### config.mk
export PLATFORM = sky130hd
export DESIGN_NAME = rrcb_cordic_cell
export DESIGN_NICKNAME = d
export VERILOG_FILES = /design/src/hdl/rrcb_pkg.sv /design/src/hdl/rrcb_cordic_cell.sv
export SDC_FILE = /design/constraint.sdc
export NUM_CORES = 1
export LEC_CHECK = 0
export BUFFER_PORTS_ARGS = -buffer_cell sky130_fd_sc_hd__clkbuf_2
export CAP_MARGIN = 40
export CORE_AREA = 2 2 192 194
export DETAILED_ROUTE_END_ITERATION = 10
export DIE_AREA = 0 0 194 196
export GPL_ROUTABILITY_DRIVEN = 0
export GPL_TIMING_DRIVEN = 0
export HOLD_SLACK_MARGIN = 0.08
export PLACE_DENSITY = 0.66
export SLEW_MARGIN = 20
export SYNTH_ARGS = -nofsm -noshare
export SYNTH_HDL_FRONTEND = slang
export SYNTH_SLANG_ARGS = --single-unit
### constraint.sdc
create_clock -name clock -period 8.7 [get_ports clock]
set_clock_uncertainty 0.1 [all_clocks]
set_input_delay 1.305 -clock clock [delete_from_list [all_inputs] [get_ports clock]]
set_output_delay 1.305 -clock clock [all_outputs]
set_load 0.01 [all_outputs]
### src/hdl/rrcb_pkg.sv
// rrcb_pkg: shared types, constants and tables for the rotated rectangle unit
// no dependencies
package rrcb_pkg;

   localparam int CordicStagesDefault = 16;
   localparam int TurnUnits = 23040;
   localparam int CoordW = 24;
   localparam int SizeW = 23;
   localparam int AngleW = 16;
   localparam int CordW = 34;
   localparam int OfsW = 25;
   localparam int ProdW = 60;
   localparam logic signed [CordW-1:0] CordicGain = 34'sd652032874;
   localparam int ReqDataW = 160;
   localparam int RspDataW = 288;

   typedef logic signed [CoordW-1:0] coord_type;

   typedef struct packed {
      coord_type corner_x;
      coord_type corner_y;
      logic [SizeW-1:0] width;
      logic [SizeW-1:0] height;
      coord_type pivot_dx;
      coord_type pivot_dy;
   } geom_type;

   typedef struct packed {
      logic signed [CordW-1:0] x;
      logic signed [CordW-1:0] y;
      logic signed [CordW-1:0] z;
      logic [1:0] quad;
      geom_type geom;
   } stage_type;

   typedef logic [22:0] frac_arr_type [45];

   function automatic frac_arr_type build_frac();
      frac_arr_type t;
      for (int r = 0; r < 45; r++) begin
         t[r] = 23'((longint'(r) <<< 23) / 45);
      end
      return t;
   endfunction

   function automatic logic signed [CordW-1:0] atan_of(input int i);
      logic signed [CordW-1:0] v;
      unique case (i)
         0: v = 34'sh020000000;
         1: v = 34'sh012E4051E;
         2: v = 34'sh009FB385B;
         3: v = 34'sh0051111D4;
         4: v = 34'sh0028B0D43;
         5: v = 34'sh00145D7E1;
         6: v = 34'sh000A2F61E;
         7: v = 34'sh000517C55;
         8: v = 34'sh00028BE53;
         9: v = 34'sh000145F2F;
         10: v = 34'sh0000A2F98;
         11: v = 34'sh0000517CC;
         12: v = 34'sh000028BE6;
         13: v = 34'sh0000145F3;
         14: v = 34'sh00000A2F9;
         15: v = 34'sh00000517C;
         16: v = 34'sh0000028BE;
         17: v = 34'sh00000145F;
         18: v = 34'sh000000A2F;
         19: v = 34'sh000000517;
         20: v = 34'sh00000028B;
         21: v = 34'sh000000145;
         22: v = 34'sh0000000A2;
         23: v = 34'sh000000051;
         default: v = '0;
      endcase
      return v;
   endfunction

endpackage

### src/hdl/rrcb_cordic_cell.sv
// rrcb_cordic_cell: one registered cordic micro-rotation, carries the item along
// depends on rrcb_pkg
module rrcb_cordic_cell #(
   parameter int STAGE = 0
) (
   input  logic                clock,
   input  logic                reset,
   input  logic                enable,
   input  logic                valid_in,
   input  rrcb_pkg::stage_type stage_in,
   output logic                valid_out,
   output rrcb_pkg::stage_type stage_out
);
   import rrcb_pkg::*;

   localparam logic signed [CordW-1:0] Atan = atan_of(STAGE);

   logic      valid_ff;
   stage_type stage_ff, stage_in_c;

   always_comb begin
      stage_in_c = stage_in;
      if (!stage_in.z[CordW-1]) begin
         stage_in_c.x = stage_in.x - (stage_in.y >>> STAGE);
         stage_in_c.y = stage_in.y + (stage_in.x >>> STAGE);
         stage_in_c.z = stage_in.z - Atan;
      end else begin
         stage_in_c.x = stage_in.x + (stage_in.y >>> STAGE);
         stage_in_c.y = stage_in.y - (stage_in.x >>> STAGE);
         stage_in_c.z = stage_in.z + Atan;
      end
   end

   always_ff @(posedge clock) begin
      if (reset) begin
         valid_ff <= 1'b0;
      end else if (enable) begin
         valid_ff <= valid_in;
      end
      if (enable) begin
         stage_ff <= stage_in_c;
      end
   end

   assign valid_out = valid_ff;
   assign stage_out = stage_ff;
endmodule

==> flow_summary.toml <==
[synth]
yosysMostFrequentCell = "edfxtp_1"
synth-xor-area-share_pct = 4.39
ys_seq_area_share_pct = 55.1
syn-num-nets = 1512
synth_adder_area_share_pct = 10.1
synthMuxAreaShare_pct = 1.42
synth_area_um2 = 13400
dominantRegCellSynth = "edfxtp_1"
synth-simple-area-share_pct = 8.39
synth_edf_count = 245
synth.avg_cell_area_um2 = 11.6
synthArstFlopShare_pct = 0
synth_common_cells = "edfxtp_1 (245), a21oi_1 (113), ha_1 (102)"
yosysWarnings = 0
synth_compound_area_share_pct = 16.0
synth_top_area_share_pct = 55.0
ys_top_cells_by_area = "edfxtp_1 (55%), ha_1 (9.5%), a21oi_1 (4.2%), xnor2_1 (3.9%), inv_1 (2.6%)"
netlist-cell-type-count = 81
synth_top_family_by_area = "compound AO/OA/AOI/OAI gates"
ys_ff_latch = 246
yosys.area.top_type = "edfxtp_1"
synthCells = 1156

[sta]
hold_viol_final = 0
period_minus_slack_ns = 4.10
setup_viol = 0
slew_violations = 0
finalSetupTns_ns = 0
grt_setup_unrepaired = "false"
fmax_mhz = 244
setup_ws_ns = 4.60
period_share_pct = 47.2
worst_pin_slew_ns = 0.890
slew_headroom_pct = 40.7

[layout]
multi_input_area_um2 = 5400
fill_cells = 3349
drive_above_1_share_pct = 34.3
finalInstanceArea_um2 = 17500
nets = 2039
area_growth_pct = 30.6
regArea_um2 = 7380
fin_cells = 2172

[pwr]
power_uw = 3540
seq_power_share_pct = 42.3
power_density_nw_per_um2 = 202
swShare_pct = 29.3
combPwrFrac_pct = 22.9
peakVddDrop_mv = 0.211
p_leak_uw = 0.00776
p_sw_uw = 1030
clockPowerShare_pct = 34.9
p_int_uw = 2500

[min_path]
hold_class = "reg2reg"
hold_start = "valid_out$_SDFFE_PP0P_"
min_to = "valid_out$_SDFFE_PP0P_"
holdPathStages = 2

[clock_network]
cts_setup_buffers = 0
cts_root_buffer = "clkbuf_16"
ctsResizeCount = 0
cts_max_path_buffers = 3
htreeDepth = 1
clock_sinks = 246
numCtsBuffers = 27
clkLatencyLatePin_ns = 0.53
cts_tree = "built"
cts.clk_slew.worst_paths_ns = 0.06
ctsHoldBuffers = 0

[detailed_routing]
route.detailed.drc = 0
wire_per_inst_um = 23.0
dr.pass1.iters = 8
drt_iter0_markers = 1258
postRouteAntennaNets = 0
routed_wl_um = 49900
vias = 11799
routed_via_density = 5.43

[floorplanning]
rows = 70
dieArea_um2 = 38000
initial_utilization_pct = 37.1
core_um2 = 36100
dieHeight_um = 196
boundaryPins = 497
die_w_um = 194

[worst_setup_path]
reg2reg_from = "valid_out$_SDFFE_PP0P_"
r2r_setup_slack_ns = 8.00
path_max_fanout = 5
critPathLaunchType = "input pin"
path_class = "in2reg"
timing.rr.end = "valid_out$_SDFFE_PP0P_"
critPathArrivalTime_ns = 4.28
reg2reg_depth = 2
end_kind = "register"
cp_data_required_time_ns = 8.87

[placement]
dp_hpwl_um = 40800
numPortBuffers = 495
dpl_worst_slack_ns = 4.14
post_dp_cell_area_um2 = 16500
dp_cells = 2122

[global_routing]
grt_pass1_vias = 11097
grt_max_degree = 85
grt_pass1_wl_um = 72000
grt_use_total_pct = 25.1
antenna_found_initial = 5
grt-ovfl-total = 0

[status]
status = "finished clean"

[job]
maxCapViolCount = 0
==> layout by cell type, fill, tap and decap left out, types with 5 or more instances in the layout <==
master / Yosys / routed
a211oi_1: 14 / 14
a21o_1: 17 / 17
a21oi_1: 113 / 113
a31oi_1: 8 / 8
and3_1: 5 / 5
buf_1: 5 / 5
buf_2: 16 / 16
bufinv_16: 0 / 6
clkbuf_1: 21 / 23
clkbuf_16: 0 / 27
clkbuf_2: 0 / 494
clkinv_1: 3 / 7
edfxtp_1: 245 / 245
ha_1: 102 / 102
inv_1: 93 / 93
inv_2: 9 / 9
mux2i_1: 19 / 19
nand2_1: 53 / 53
nand2b_1: 5 / 5
nand3_1: 12 / 12
nand4_1: 14 / 14
nor2_1: 71 / 71
nor2b_1: 11 / 11
nor3_1: 22 / 22
nor4_1: 11 / 11
o211ai_1: 7 / 7
o21a_1: 9 / 9
o21ai_0: 60 / 60
o21ai_1: 18 / 18
o21bai_1: 22 / 22
o31ai_1: 14 / 14
xnor2_1: 59 / 59
xor2_1: 8 / 8
==> routing by layer <==
metal / part of all wire (%) / routed length (µm) / track usage [%]
met1: 40 / 19700 / 32.9
met2: 47 / 23700 / 41.4
met3: 9.2 / 4590 / 4.92
met4: 3.8 / 1890 / 9.43
met5: 0.026 / 13 / 0
==> area by class of cell <==
type | count | area share, %
inverters | 105 | 2.26
repair buffers | 498 | 14.6
flip-flops and latches | 246 | 42.2
clock inverters | 20 | 1.55
multi-input cells | 759 | 30.9
well taps | 468 | 3.35
clock buffers | 29 | 3.91
diodes | 1 | 0.0143
plain buffers | 46 | 1.19
==> state kept, by name, indices dropped and copies added, names as in the netlist <==
register / count
stage_out: 245
valid_out: 1
==> worst max path at each step <==
| stage | from | endpoint |
|---|---|---|
| global route | stage_in[179] | stage_out[203]$_DFFE_PP_ |
| global placement | enable | valid_out$_SDFFE_PP0P_ |
| detailed placement | stage_in[178] | stage_out[242]$_DFFE_PP_ |
| finish | stage_in[178] | stage_out[242]$_DFFE_PP_ |
| CTS | stage_in[178] | stage_out[242]$_DFFE_PP_ |
| floorplan | stage_in[178] | stage_out[244]$_DFFE_PP_ |
==> power by group through the flow <==
stage	clock, µW	combinational (µW)	sequential [µW]
after CTS	1260	800	1500
after detailed placement	0	796	1520
final	1230	809	1490
after global placement	0	784	1530
after global routing	1300	862	1510
after floorplan	0	348	1580
==> cells by family after synthesis <==
logic type / count (synthesis)
compound gates: 336
xor+xnor: 67
fa+ha+maj: 106
buf+inv: 151
flops: 246
mux: 19
simple gates: 231
==> critical path, cell delays in order <==
cell and delay, ns:
clkbuf_2 0.11, ha_1 0.23, fa_1 0.42, nor3b_1 0.18, o311ai_1 0.27, nand2_1 0.20
o2111ai_1 0.21, nand2_1 0.23, a211oi_1 0.58, o21ai_0 0.15, a32oi_1 0.25, xnor2_1 0.13
==> metrics by stage <==
| step | utilization, % | hold WS [ns] |
|---|---|---|
| 2_1_floorplan | - | 0.428 |
| 3_3_place_gp | 45.6 | 0.389 |
| 3_5_place_dp | 45.8 | 0.403 |
| 4_1_cts | 48.4 | 0.431 |
| 5_1_grt | 48.4 | 0.474 |
| 6_report | 48.4 | 0.429 |
No activity file was read; power rests on OpenSTA's default activity.
